--- config.mk ---
export PLATFORM = sky130hd
export DESIGN_NAME = mm_ss_clock_serial_display_unit
export DESIGN_NICKNAME = d
export VERILOG_FILES = /design/src/hw/rtl/mmss_pkg.sv /design/src/hw/rtl/mmss_time_core.sv /design/src/hw/rtl/mmss_frame_shifter.sv /design/src/hw/rtl/mm_ss_clock_serial_display_unit.sv
export VERILOG_INCLUDE_DIRS = /design/src /design/src/hw/rtl
export SDC_FILE = /design/constraint.sdc
export NUM_CORES = 1
export LEC_CHECK = 0
export BUFFER_PORTS_ARGS = -buffer_cell sky130_fd_sc_hd__buf_2
export CAP_MARGIN = 20
export CORE_ASPECT_RATIO = 1.4
export CORE_MARGIN = 4
export CORE_UTILIZATION = 60
export DETAILED_ROUTE_END_ITERATION = 10
export PLACE_DENSITY = 0.89
export SYNTH_ARGS = -nofsm -noshare
export SYNTH_HDL_FRONTEND = slang
export SYNTH_SLANG_ARGS = --single-unit
--- constraint.sdc ---
create_clock -name clock -period 4.6 [get_ports clock]
set_input_delay 0.69 -clock clock [delete_from_list [all_inputs] [get_ports clock]]
set_output_delay 0.69 -clock clock [all_outputs]
set_load 0.1 [all_outputs]
--- src/hw/rtl/mm_ss_clock_serial_display_unit_assert.svh ---
// Assertion macros for the MM:SS clock display unit.
// Expects signals named clock and reset in the including scope.
`ifndef MM_SS_CLOCK_SERIAL_DISPLAY_UNIT_ASSERT_SVH
`define MM_SS_CLOCK_SERIAL_DISPLAY_UNIT_ASSERT_SVH

// Condition holds at every edge outside reset.
`define MMSS_ASSERT_ALWAYS(lbl, cond) \
   lbl: assert property (@(posedge clock) disable iff (reset) (cond)) \
      else $error("assertion failed");

// Antecedent at one edge implies consequent at the next.
`define MMSS_ASSERT_NEXT(lbl, ante, cons) \
   lbl: assert property (@(posedge clock) disable iff (reset) (ante) |=> (cons)) \
      else $error("assertion failed");

`endif

--- src/hw/rtl/mmss_pkg.sv ---
// Shared types, codes and the seven-segment table for the MM:SS display unit.
// No dependencies.
package mmss_pkg;

   localparam logic [1:0] OP_TICK   = 2'd0;
   localparam logic [1:0] OP_BUTTON = 2'd1;
   localparam logic [1:0] OP_FRAME  = 2'd2;

   localparam logic [1:0] REG_BASE_DIVIDER    = 2'd0;
   localparam logic [1:0] REG_SPEED_THRESHOLD = 2'd1;

   localparam logic [7:0] BASE_DIVIDER_RST    = 8'd92;
   localparam logic [7:0] SPEED_THRESHOLD_RST = 8'd80;
   localparam logic [7:0] COUNTDOWN_RST       = 8'd20;

   // Frame: start bit, four 8-bit codes, three trailing zeros.
   localparam logic [5:0] FRAME_LAST_POS = 6'd35;
   localparam logic [5:0] FRAME_TAIL_POS = 6'd32;

   typedef struct packed {
      logic [2:0] min_tens;
      logic [3:0] min_units;
      logic [2:0] sec_tens;
      logic [3:0] sec_units;
   } time_digits_type;

   typedef struct packed {
      logic       busy;
      logic [5:0] pos;
   } frame_status_type;

   // Segment code of one display position, with blanking and colon.
   function automatic logic [7:0] digit_code(input logic [1:0] pos, input logic [3:0] digit);
      logic [7:0] code;
      case (digit)
         4'd0:    code = 8'hFC;
         4'd1:    code = 8'h60;
         4'd2:    code = 8'hDA;
         4'd3:    code = 8'hF2;
         4'd4:    code = 8'h66;
         4'd5:    code = 8'hB6;
         4'd6:    code = 8'hBE;
         4'd7:    code = 8'hE4;
         4'd8:    code = 8'hFE;
         4'd9:    code = 8'hF6;
         default: code = 8'h00;
      endcase
      if ((pos == 2'd0 || pos == 2'd2) && digit == 4'd0) begin
         code = 8'h00;
      end
      if (pos == 2'd1) begin
         code = code | 8'h01;
      end
      return code;
   endfunction

endpackage

--- src/hw/rtl/mmss_time_core.sv ---
// Time keeping: BCD digits, tick countdown, reload and button toggle.
// Uses mmss_pkg.
module mmss_time_core
   import mmss_pkg::*;
(
   input  logic            clock,
   input  logic            reset,
   input  logic            tick,
   input  logic            sample,
   input  logic            button_level,
   input  logic            csr_wr_en,
   input  logic [1:0]      csr_index,
   input  logic [7:0]      csr_wdata,
   output time_digits_type digits
);

   time_digits_type digits_ff, digits_in;
   logic [7:0] countdown_ff, countdown_in;
   logic [7:0] reload_ff, reload_in;
   logic [7:0] threshold_ff, threshold_in;
   logic       held_ff, held_in;
   logic [7:0] cd_dec;

   assign cd_dec = countdown_ff - 8'd1;

   always_comb begin
      digits_in    = digits_ff;
      countdown_in = countdown_ff;
      reload_in    = reload_ff;
      threshold_in = threshold_ff;
      held_in      = held_ff;

      if (tick) begin
         countdown_in = cd_dec;
         if (cd_dec == 8'd0) begin
            countdown_in = reload_ff;
            // carry chain through the four digits
            if (digits_ff.sec_units != 4'd9) begin
               digits_in.sec_units = digits_ff.sec_units + 4'd1;
            end else begin
               digits_in.sec_units = 4'd0;
               if (digits_ff.sec_tens != 3'd5) begin
                  digits_in.sec_tens = digits_ff.sec_tens + 3'd1;
               end else begin
                  digits_in.sec_tens = 3'd0;
                  if (digits_ff.min_units != 4'd9) begin
                     digits_in.min_units = digits_ff.min_units + 4'd1;
                  end else begin
                     digits_in.min_units = 4'd0;
                     if (digits_ff.min_tens != 3'd5) begin
                        digits_in.min_tens = digits_ff.min_tens + 3'd1;
                     end else begin
                        digits_in.min_tens = 3'd0;
                     end
                  end
               end
            end
         end
      end

      if (sample) begin
         if (!button_level && !held_ff) begin
            held_in = 1'b1;
         end else if (button_level && held_ff) begin
            held_in = 1'b0;
            if (reload_ff > threshold_ff) begin
               reload_in = {1'b0, reload_ff[7:1]};
            end else if (reload_ff < threshold_ff) begin
               reload_in = reload_ff[7] ? 8'hFF : {reload_ff[6:0], 1'b0};
            end
         end
      end

      if (csr_wr_en) begin
         case (csr_index)
            REG_BASE_DIVIDER:    reload_in    = csr_wdata;
            REG_SPEED_THRESHOLD: threshold_in = csr_wdata;
            default: ;
         endcase
      end
   end

   always_ff @(posedge clock) begin
      if (reset) begin
         digits_ff    <= '{min_tens: 3'd1, min_units: 4'd1, sec_tens: 3'd1, sec_units: 4'd1};
         countdown_ff <= COUNTDOWN_RST;
         reload_ff    <= BASE_DIVIDER_RST;
         threshold_ff <= SPEED_THRESHOLD_RST;
         held_ff      <= 1'b0;
      end else begin
         digits_ff    <= digits_in;
         countdown_ff <= countdown_in;
         reload_ff    <= reload_in;
         threshold_ff <= threshold_in;
         held_ff      <= held_in;
      end
   end

   assign digits = digits_ff;

endmodule

--- src/hw/rtl/mmss_frame_shifter.sv ---
// Frame serialiser: 8-bit code shift register reloaded per digit, one bit a cycle unless out_ready stalls.
// Uses mmss_pkg.
module mmss_frame_shifter
   import mmss_pkg::*;
(
   input  logic             clock,
   input  logic             reset,
   input  logic             start,
   input  time_digits_type  digits,
   input  logic             out_ready,
   output logic             out_valid,
   output logic             out_bit,
   output logic             out_last,
   output frame_status_type status
);

   logic       busy_ff, busy_in;
   logic [5:0] pos_ff, pos_in;
   logic [7:0] sr_ff, sr_in;
   logic       valid_ff, valid_in;
   logic       bit_ff, bit_in;
   logic       last_ff, last_in;
   logic       step;
   logic [3:0] sel_digit;

   assign step = busy_ff && (!valid_ff || out_ready);

   always_comb begin
      case (pos_ff[4:3])
         2'd0:    sel_digit = {1'b0, digits.min_tens};
         2'd1:    sel_digit = digits.min_units;
         2'd2:    sel_digit = {1'b0, digits.sec_tens};
         default: sel_digit = digits.sec_units;
      endcase
   end

   always_comb begin
      busy_in  = busy_ff;
      pos_in   = pos_ff;
      sr_in    = sr_ff;
      valid_in = valid_ff && !out_ready;
      bit_in   = bit_ff;
      last_in  = last_ff;

      if (step) begin
         valid_in = 1'b1;
         bit_in   = (pos_ff == 6'd0) ? 1'b1 : sr_ff[7];
         last_in  = (pos_ff == FRAME_LAST_POS);
         // on a digit boundary load the next code, past the last digit zeros
         if (pos_ff[2:0] == 3'd0) begin
            sr_in = (pos_ff == FRAME_TAIL_POS) ? 8'h00 : digit_code(pos_ff[4:3], sel_digit);
         end else begin
            sr_in = {sr_ff[6:0], 1'b0};
         end
         if (pos_ff == FRAME_LAST_POS) begin
            busy_in = 1'b0;
            pos_in  = 6'd0;
         end else begin
            pos_in  = pos_ff + 6'd1;
         end
      end

      if (start) begin
         busy_in = 1'b1;
         pos_in  = 6'd0;
      end
   end

   always_ff @(posedge clock) begin
      if (reset) begin
         busy_ff  <= 1'b0;
         pos_ff   <= 6'd0;
         valid_ff <= 1'b0;
      end else begin
         busy_ff  <= busy_in;
         pos_ff   <= pos_in;
         valid_ff <= valid_in;
      end
   end

   always_ff @(posedge clock) begin
      sr_ff   <= sr_in;
      bit_ff  <= bit_in;
      last_ff <= last_in;
   end

   assign out_valid   = valid_ff;
   assign out_bit     = bit_ff;
   assign out_last    = last_ff;
   assign status.busy = busy_ff;
   assign status.pos  = pos_ff;

endmodule

--- src/hw/rtl/mm_ss_clock_serial_display_unit.sv ---
// MM:SS clock with serial seven-segment frame output. Ticks and button samples
// are accepted back to back. A frame request emits 36 transfers, one bit per
// cycle from the 8-bit code shift register unless the result side stalls, so
// it holds the request side while serialising; the next request is taken as
// soon as the last bit sits in the output register.
// Depends on mmss_pkg, mmss_time_core, mmss_frame_shifter and the assert header.
`include "mm_ss_clock_serial_display_unit_assert.svh"

module mm_ss_clock_serial_display_unit
   import mmss_pkg::*;
(
   input  logic       clock,
   input  logic       reset,
   // request channel
   input  logic       req_valid,
   output logic       req_ready,
   input  logic [1:0] req_op,
   input  logic       req_button_level,
   // result channel
   output logic       rsp_valid,
   input  logic       rsp_ready,
   output logic       rsp_serial_bit,
   output logic       rsp_last,
   // register writes, idle only
   input  logic       csr_wr_en,
   input  logic [1:0] csr_index,
   input  logic [7:0] csr_wdata
);

   time_digits_type  digits;
   frame_status_type frame_status;
   logic             req_xfer;
   logic             is_tick;
   logic             is_button;
   logic             is_frame;
   logic             digits_legal;

   // Requests are blocked only while a frame is being serialised; the time
   // cannot change then, so the shifter reads the live digits.
   assign req_ready = !frame_status.busy;
   assign req_xfer  = req_valid && req_ready;

   // Unused op code falls through: accepted, no effect, no transfers.
   assign is_tick   = req_xfer && (req_op == OP_TICK);
   assign is_button = req_xfer && (req_op == OP_BUTTON);
   assign is_frame  = req_xfer && (req_op == OP_FRAME);

   mmss_time_core u_time (
      .clock        (clock),
      .reset        (reset),
      .tick         (is_tick),
      .sample       (is_button),
      .button_level (req_button_level),
      .csr_wr_en    (csr_wr_en),
      .csr_index    (csr_index),
      .csr_wdata    (csr_wdata),
      .digits       (digits)
   );

   // Output register inside the shifter parts the two sides.
   mmss_frame_shifter u_frame (
      .clock     (clock),
      .reset     (reset),
      .start     (is_frame),
      .digits    (digits),
      .out_ready (rsp_ready),
      .out_valid (rsp_valid),
      .out_bit   (rsp_serial_bit),
      .out_last  (rsp_last),
      .status    (frame_status)
   );

   // Every digit stays within its BCD range.
   assign digits_legal = (digits.sec_units <= 4'd9) && (digits.sec_tens <= 3'd5) &&
                         (digits.min_units <= 4'd9) && (digits.min_tens <= 3'd5);

   `MMSS_ASSERT_NEXT(a_frame_starts, is_frame, frame_status.busy && frame_status.pos == 6'd0)
   `MMSS_ASSERT_ALWAYS(a_idle_pos_zero, frame_status.busy || frame_status.pos == 6'd0)
   `MMSS_ASSERT_ALWAYS(a_digits_legal, digits_legal)

endmodule

==> results.cfg, run 1 <==
[outcome]
status = finished, final reports clean

[routing]
drtIter0Drc = 142
vias_per_cell = 6.07
wl_per_cell_microns = 15.3
ant_nets = 0
first_pass_iters = 4
routed_wl_mm = 7.27
detailroute.via_count = 2883
drc_errors = 0

[global_routing]
antenna_found_initial = 0
grt_max_degree = 43
grt_first_pass_wirelength_mm = 12.4
overflow = 0
grt_use_total_pct = 23.1
grt_pass1_vias = 2833

[finish]
drive_gt1_share_pct = 13.9
fillers = 425
diodes = 0
finalNetCount = 441
area_growth_pct = 9.33
fin_cells = 475
finalInstanceArea_sq_um = 3640

[clock_network]
clk_pin_slew_ns = 0.07
cts_buffer_depth = 2
h-tree-depth = 3
cts_resized = 0
cts_setup_buffers = 0
clock_sinks = 57
root_buffer = clkbuf_8
cts_tree = yes
cts_buffers = 9
clock_latency_ns = 0.34
ctsHoldBuffers = 0

[power_and_ir_drop]
total_power_mw = 1.07
powerDensity_nw_per_um2 = 294
total_leakage_power_nw = 1.51
peakVddDrop_uv = 241

[setup_path]
end_kind = flop
crit_type = reg2reg
r2r_setup_slack_ns = 1.74
worstPathRequired_ns = 4.86
worstPathMaxFanout = 12
critical_path_arrival_ns = 3.12
worstSetupStartpointType = flop

[sta]
period_minus_slack_ns = 2.86
tightestPinTransition_ns = 0.981
hold_viol = 0
fin_crit_sh_pct = 62.2
timing.setup.tns_ns = 0
rsz0062_at_grt = no
slew_viol_final = 0
final.setup.worst_slack_ns = 1.74
relSlewSlack_pct = 34.5
skew_ns = 0.0134
fmax_mhz = 349
finalSetupViolCount = 0

[synth]
ys_async_sr_fraction_pct = 0
yosysWarnings = 0
synth-edff-count = 10
synth_nets = 426
ys_types = 51
synth_common_cells = dfxtp_1 (47), nor2_1 (46), nand2_1 (31)
synthesis.area_sq_um = 3330
synth-seq-area-share_pct = 37.3
syn_area_per_cell_sq_um = 8.55
synth_most_common_cell = dfxtp_1
ys_ff_latch = 57
netlist_top_cells_area = dfxtp_1 (28%), edfxtp_1 (9.0%), ha_1 (7.1%)
syn_inst = 389
synth_top_cell_by_area = dfxtp_1
synth_top_area_share_pct = 28.3
synth-main-ff-cell = dfxtp_1

[floorplan]
core_sq_um = 5280
die_h_microns = 96.1
start_util_pct = 63.1
dieWidth_microns = 70.9
io_pins = 22
die_area_sq_um = 6820
rows = 31

[place]
preCtsSetupSlack_ns = 1.71
io_buffers = 21
dpl_cell_area_sq_um = 3450
dp_cells = 459
place_hpwl_mm = 5.25
gp_congestion = 0.972

[hold_path]
hp-class = reg2reg

[run]
drv_cap = 0
through the flow:
step | utilization (%) | hold WS [ns]
global route | 69.0 | 0.535
floorplan | - | 0.454
global placement | 65.4 | 0.473
detailed placement | 65.4 | 0.488
CTS | 69.0 | 0.505
finish | 69.0 | 0.497
where the power goes:
group          internal, mW  switching, mW  leakage (nW)
clock                 0.205          0.235        0.0888
sequential            0.519         0.0119         0.473
combinational        0.0372         0.0631         0.953
total                 0.761          0.310          1.51
path summary, 6_finish.rpt:
kind / startpoint / end / cells after the start
setup / recovery: u_time.countdown_ff[0]$_SDFFE_PP0P_ / u_time.digits[12]$_SDFFE_PP0P_ / 9
hold / removal: u_time.threshold_ff[2]$_SDFFE_PP0P_ / u_time.threshold_ff[2]$_SDFFE_PP0P_ / 2
setup reg to reg: u_time.countdown_ff[0]$_SDFFE_PP0P_ / u_time.digits[12]$_SDFFE_PP0P_ / 9
hold reg to reg: u_time.threshold_ff[2]$_SDFFE_PP0P_ / u_time.threshold_ff[2]$_SDFFE_PP0P_ / 2
state kept, by name, summed over array words and instances (netlist names):
name and flops:
u_time.digits 14, u_frame.sr_ff 8, u_time.countdown_ff 8, u_time.reload_ff 8
u_time.threshold_ff 8, u_frame.pos_ff 6, u_frame.busy_ff 1, u_frame.out_bit 1
u_frame.out_last 1, u_frame.out_valid 1, u_time.held_ff 1
cells by family (layout without fill, tap and decap cells):
family                     count (synthesis)  count (layout)  synth area share, %
AOI/OAI and AO/OA                         86              86                 16.0
xor gates and xnor gates                  11              11                 2.90
adders and majority gates                 19              19                 7.15
buffers and inverters                     45              65                 5.53
DFF                                       57              57                 37.3
muxes                                     22              22                 7.67
and+or+nand+nor                          149             149                 23.4
cells in the final DEF (no fill, tap or decap), types with 3 or more instances in the layout:
cell	n
dfxtp_1	47
nor2_1	46
nand2_1	31
a21oi_1	28
inv_1	25
o21ai_0	21
buf_2	21
ha_1	19
mux2i_1	12
nand2b_1	10
nand4_1	10
edfxtp_1	10
clkbuf_8	9
nor2b_1	7
mux2_2	7
a21o_1	7
xor2_1	7
nand3_1	6
or3_1	6
a311oi_1	6
nor3_1	5
and3_1	4
o21bai_1	4
or4_1	4
o31ai_1	4
xnor2_1	4
nor3b_1	4
a211oi_1	4
o21ai_1	3
inv_6	3
buf_4	3
metal layers:
metal / vias to the layer above / part of all wire, % / global-route usage (%)
li1: 1408 / - / -
met1: 1372 / 36 / 22.7
met2: 78 / 55 / 43.1
met3: 25 / 4.2 / 5.75
met4: 0 / 4.2 / 14.1
met5: - / 0 / 0
layout make-up:
class	count	area [sq um]	area share (%)
Multi-Input combinational cell	287	1910	52.4
Inverter	25	93.8	2.58
Clock inverter	7	61.3	1.69
Timing Repair Buffer	24	128	3.51
Tap cell	66	82.6	2.27
Sequential cell	57	1240	34.1
Clock buffer	9	124	3.41
critical path, stage by stage (launching register included):
cell,delay [ns]
dfxtp_1,0.44
inv_1,0.07
ha_1,0.29
xnor2_1,0.18
nand4_1,0.14
a221oi_2,0.61
buf_4,0.30
nand4_2,0.16
or4_1,0.43
a21oi_1,0.16
(Power assumes the default switching activity.)
==> inputs of run 2 (changes only) <==
--- a/config.mk
+++ b/config.mk
@@ -6,6 +6,7 @@
 export SDC_FILE = /design/constraint.sdc
 export NUM_CORES = 1
 export LEC_CHECK = 0
+export ABC_AREA = 1
 export BUFFER_PORTS_ARGS = -buffer_cell sky130_fd_sc_hd__buf_2
 export CAP_MARGIN = 20
 export CORE_ASPECT_RATIO = 1.4
==> constraint.sdc (replaced) <==
create_clock -name clock -period 2.94 [get_ports clock]
set_input_delay 0.441 -clock clock [delete_from_list [all_inputs] [get_ports clock]]
set_output_delay 0.441 -clock clock [all_outputs]
set_load 0.1 [all_outputs]
==> run 2 against run 1 <==
- synthesized cell count grew 26%
- sequential share of layout area shrank 1.6 points
- via count grew 16%
- register-to-register slack lost 1.0 ns
- critical path depth shrank 2
- worst hold slack lost 0.17 ns
- design area grew 4.8%
- critical path type unchanged
- critical endpoint is now u_frame.sr_ff[6]$_DFFE_PP_
==> results.cfg, run 2 <==
[sta]
timing.setup.tns_ns = 0
slew_viol_final = 0
tightestPinTransition_ns = 0.611
relSlewSlack_pct = 59.0
finalSetupViolCount = 0
period_minus_slack_ns = 2.21
fmax_mhz = 453
hold_viol = 0
holdWs_ns = 0.325
skew_ns = 0.00570
rsz0062_at_grt = no
fin_crit_sh_pct = 75.2

[clock_network]
h-tree-depth = 3
clk_pin_slew_ns = 0.07
cts_buffers = 9
cts_buffer_depth = 2
ctsHoldBuffers = 0
clock_latency_ns = 0.35
cts_tree = yes
clock_sinks = 57
cts_resized = 0
root_buffer = clkbuf_8
cts_setup_buffers = 0

[power_and_ir_drop]
peakVddDrop_uv = 351
total_leakage_power_nw = 1.76
total_power_mw = 1.92
powerDensity_nw_per_um2 = 505

[global_routing]
overflow = 0
use_met2_pct = 47.5
globalRouteMet3Util_pct = 3.31
use_met1_pct = 26.4
antenna_found_initial = 0
grt_pass1_vias = 3293
grt_first_pass_wirelength_mm = 14.3
grt_use_total_pct = 25.7
grt-busiest-layer = met2
grt_max_degree = 30

[setup_path]
worstSetupStartpointType = flop
critical_path_arrival_ns = 2.31
end_kind = flop
worstPathMaxFanout = 9
rr_startpoint = u_frame.pos_ff[4]$_SDFFE_PP0P_
worstPathRequired_ns = 3.04
crit_start = u_frame.pos_ff[4]$_SDFFE_PP0P_
crit_type = reg2reg

[synth]
syn_inst = 491
synthesis.area_sq_um = 3420
synth_common_cells = nand2_1 (130), inv_1 (68), a21oi_1 (47), dfxtp_1 (47), nand3_1 (37)
ys_ff_latch = 57
synth-edff-count = 10
synth-seq-area-share_pct = 36.3
ys_async_sr_fraction_pct = 0
syn_area_per_cell_sq_um = 6.97
synth_top_cell_by_area = dfxtp_1
netlist_top_cells_area = dfxtp_1 (28%), nand2_1 (14%), edfxtp_1 (8.8%)
ys_types = 41
synth_top_area_share_pct = 27.5
synth_nets = 528
synth_most_common_cell = nand2_1
yosysWarnings = 0
synth-main-ff-cell = dfxtp_1

[floorplan]
die_area_sq_um = 6990
rows = 32
io_pins = 22
core_sq_um = 5530
die_h_microns = 97.3
start_util_pct = 61.9
dieWidth_microns = 71.8

[place]
place_hpwl_mm = 6.04
dp_cells = 573
gp_congestion = 0.970
io_buffers = 21
dpl_cell_area_sq_um = 3580

[finish]
finalNetCount = 553
layout_common_cells = nand2_1 (130), inv_1 (68), a21oi_1 (47), dfxtp_1 (47), nand3_1 (37)
fillers = 455
area_growth_pct = 11.4
fin_cells = 589
finalInstanceArea_sq_um = 3810
layout_commonest_cell = nand2_1
diodes = 0
largest_reg_flops = 14
top_register = u_time.digits
drive_gt1_share_pct = 10.9

[run]
drv_cap = 0

[outcome]
status = finished, final reports clean

[routing]
routed_wl_mm = 8.36
detailroute.via_count = 3357
drtIter0Drc = 228
vias_per_cell = 5.70
first_pass_iters = 7
drc_errors = 0
ant_nets = 0
wl_per_cell_microns = 14.2

[hold_path]
hp-class = in2reg
min-delay-start = csr_wdata[6]
run 2: per-stage QoR:
step	setup WS, ns	util, %
floorplan	0.991	-
global placement	0.922	64.8
detailed placement	0.817	64.8
CTS	0.779	69.0
global route	0.576	69.0
finish	0.731	69.0
run 2: cell type report:
cell class	count	area (sq um)	area share (%)
multi-input cells	353	1860	48.9
flip-flops and latches	57	1240	32.6
inverters	73	275	7.22
clock buffers	10	128	3.35
repair buffers	22	113	2.95
clock inverters	6	106	2.79
well taps	68	85.1	2.23
run 2: layer usage:
layer,wire length (microns),vias to the layer above
li1,-,1655
met2,4590,123
met3,370,31
met1,3100,1548
met4,303,0
met5,0,-
run 2: logic make-up after synthesis:
logic type | Yosys count | share of synthesized area [%]
flip-flops | 57 | 36.3
AO/OA/AOI/OAI | 95 | 14.9
buffers and inverters | 81 | 9.22
XOR/XNOR | 7 | 1.79
AND/OR/NAND/NOR | 232 | 30.8
adder cells (fa/ha/maj) | 19 | 6.95
run 2: final timing paths:
check                                        endpoint  slack, ns  cells after the start
hold / removal         u_time.reload_ff[6]$_SDFF_PP1_       0.32                      3
setup reg to reg           u_frame.sr_ff[6]$_DFFE_PP_       0.73                      7
setup / recovery           u_frame.sr_ff[6]$_DFFE_PP_       0.73                      7
hold reg to reg   u_time.threshold_ff[5]$_SDFFE_PP0P_       0.48                      2
run 2: report_power, final:
group	switching [mW]	leakage (nW)	internal [mW]	total (mW)
registers	0.0187	0.473	0.819	0.838
clock network	0.333	0.114	0.559	0.892
logic	0.135	1.18	0.0605	0.195
total	0.486	1.76	1.44	1.92
run 2: worst max-delay path: stages (launching register included):
cell	delay (ns)
dfxtp_1	0.53
nand2_1	0.16
o21ai_0	0.45
inv_1	0.13
ha_1	0.30
or2_1	0.25
nand3_1	0.09
nand2_1	0.06
==> inputs of run 3 (changes only) <==
==> constraint.sdc (replaced) <==
create_clock -name clock -period 2.1 [get_ports clock]
set_input_delay 0.315 -clock clock [delete_from_list [all_inputs] [get_ports clock]]
set_output_delay 0.315 -clock clock [all_outputs]
set_load 0.1 [all_outputs]
==> run 3 against run 2 <==
- sequential power rose by 40%
- power rose by 33%
- core utilization increased by 1.2 points
- combinational power grew 44%
- register-to-register slack got worse by 0.68 ns
- via count fell by 0.15%
- critical path depth is 2 higher
- clock skew rose by 0.0016 ns
- worst hold slack got worse by 0.13 ns
- non-clock buffer count grew 9
- routed wire length decreased by 3.4%
==> results.cfg, run 3 (same netlist as run 2, synthesis figures left out) <==
[outcome]
status = finished, final reports clean

[floorplan]
start_util_pct = 61.9
io_pins = 22
core_sq_um = 5530
die_area_sq_um = 6990
dieWidth_microns = 71.8
die_h_microns = 97.3
rows = 32

[clock_network]
clock_sinks = 57
cts_buffer_depth = 2
cts_buffers = 9
clk_pin_slew_ns = 0.07
clock_latency_ns = 0.34
root_buffer = clkbuf_8
cts_tree = yes
h-tree-depth = 3

[routing]
wl_per_cell_microns = 13.5
routed_wl_mm = 8.08
drtIter0Drc = 276
vias_per_cell = 5.60
drc_errors = 0
ant_nets = 0
detailroute.via_count = 3352
first_pass_iters = 5

[finish]
diodes = 0
layout_common_cells = nand2_1 (130), inv_1 (68), a21oi_1 (47)
layout_commonest_cell = nand2_1
finalNetCount = 563
largest_reg_flops = 14
fin_cells = 599
top_register = u_time.digits
area_growth_pct = 13.4
drive_gt1_share_pct = 14.1

[run]
drv_cap = 0

[hold_path]
hold_path_end = u_time.reload_ff[2]$_SDFF_PP1_
hp-class = in2reg
min-delay-start = csr_wdata[2]
hold_depth = 3

[global_routing]
grt_max_degree = 21
grt_first_pass_wirelength_mm = 13.4
overflow = 0
grt_pass1_vias = 3246
antenna_found_initial = 0
grt_use_total_pct = 23.9

[sta]
hold_viol = 0
fin_crit_sh_pct = 97.5
skew_ns = 0.00732
slew_viol_final = 0
period_minus_slack_ns = 2.05
tightestPinTransition_ns = 0.484
holdWs_ns = 0.196
relSlewSlack_pct = 67.5
fmax_mhz = 488
finalSetupViolCount = 0
final.setup.worst_slack_ns = 0.0516

[power_and_ir_drop]
powerDensity_nw_per_um2 = 658
peakVddDrop_uv = 600
total_leakage_power_nw = 1.82

[setup_path]
r2r_setup_slack_ns = 0.05
critical_path_arrival_ns = 2.31
rr_startpoint = u_time.reload_ff[7]$_SDFF_PP0_
reg2reg_depth = 9
worstPathMaxFanout = 6
crit_start = u_time.reload_ff[7]$_SDFF_PP0_
crit_type = reg2reg
end_kind = flop
worstSetupStartpointType = flop
r2r_end = u_time.reload_ff[4]$_SDFF_PP1_
worstPathRequired_ns = 2.36

[place]
preCtsSetupSlack_ns = 0.0758
dp_cells = 580
gp_congestion = 0.948
place_hpwl_mm = 5.94
io_buffers = 21
[run 3: how the worst max path moves through the flow]
stage	endpoint	cells after the start	slack [ns]
after floorplan	u_frame.pos_ff[4]$_SDFFE_PP0P_	6	0.15
after global placement	u_time.countdown_ff[7]$_SDFFE_PP0P_	11	0.17
after detailed placement	u_frame.sr_ff[6]$_DFFE_PP_	7	0.08
after global routing	u_time.reload_ff[4]$_SDFF_PP1_	11	-0.006
final	u_time.reload_ff[4]$_SDFF_PP1_	9	0.05
after CTS	u_frame.sr_ff[6]$_DFFE_PP_	7	0.01
[run 3: cell type report]
type | instances | area (sq um)
Multi-Input combinational cell | 354 | 1890
Clock buffer | 9 | 124
Fill cell | 444 | 1650
Inverter | 73 | 275
Sequential cell | 57 | 1240
Clock inverter | 7 | 85.1
Timing Repair Buffer | 31 | 180
Tap cell | 68 | 85.1
[run 3: what timing repair did]
item / CTS / global route
setup endpoints to repair: 0 / 25
hold buffers: 0 / 0
resized for setup: 0 / 8
buffers inserted: 0 / 2
[run 3: power breakdown]
group / leakage [nW] / total, mW / switching [mW] / internal (mW)
registers: 0.473 / 1.17 / 0.0249 / 1.15
logic: 1.23 / 0.281 / 0.189 / 0.0920
clock network: 0.113 / 1.10 / 0.443 / 0.656
[run 3: per-stage QoR]
| step | setup TNS (ns) | power, mW | util (%) | instance area, sq um |
|---|---|---|---|---|
| global placement | 0 | 1.45 | 65.7 | 3630 |
| floorplan | 0 | 1.39 | - | 3420 |
| finish | 0 | 2.55 | 70.2 | 3880 |
| detailed placement | 0 | 1.47 | 65.7 | 3630 |
| CTS | 0 | 2.56 | 69.5 | 3840 |
| global route | -0.00568 | 2.67 | 70.2 | 3880 |
[run 3: worst max-delay path: stages, from the launching register on]
cell and delay (ns):
dfxtp_1 0.45, ha_1 0.29, a21o_1 0.18, nor2_2 0.19
nand2_1 0.15, nand2_1 0.13, nand2_1 0.16, nand2_1 0.09
o21ai_0 0.13, o21ai_0 0.19
[run 3: layer usage]
layer / up-vias / global-route usage, % / wire length [microns]
li1: 1684 / - / -
met1: 1535 / 24.2 / 2960
met2: 102 / 43.5 / 4470
met3: 31 / 5.90 / 341
met4: 0 / 12.4 / 308
met5: - / 0 / 0
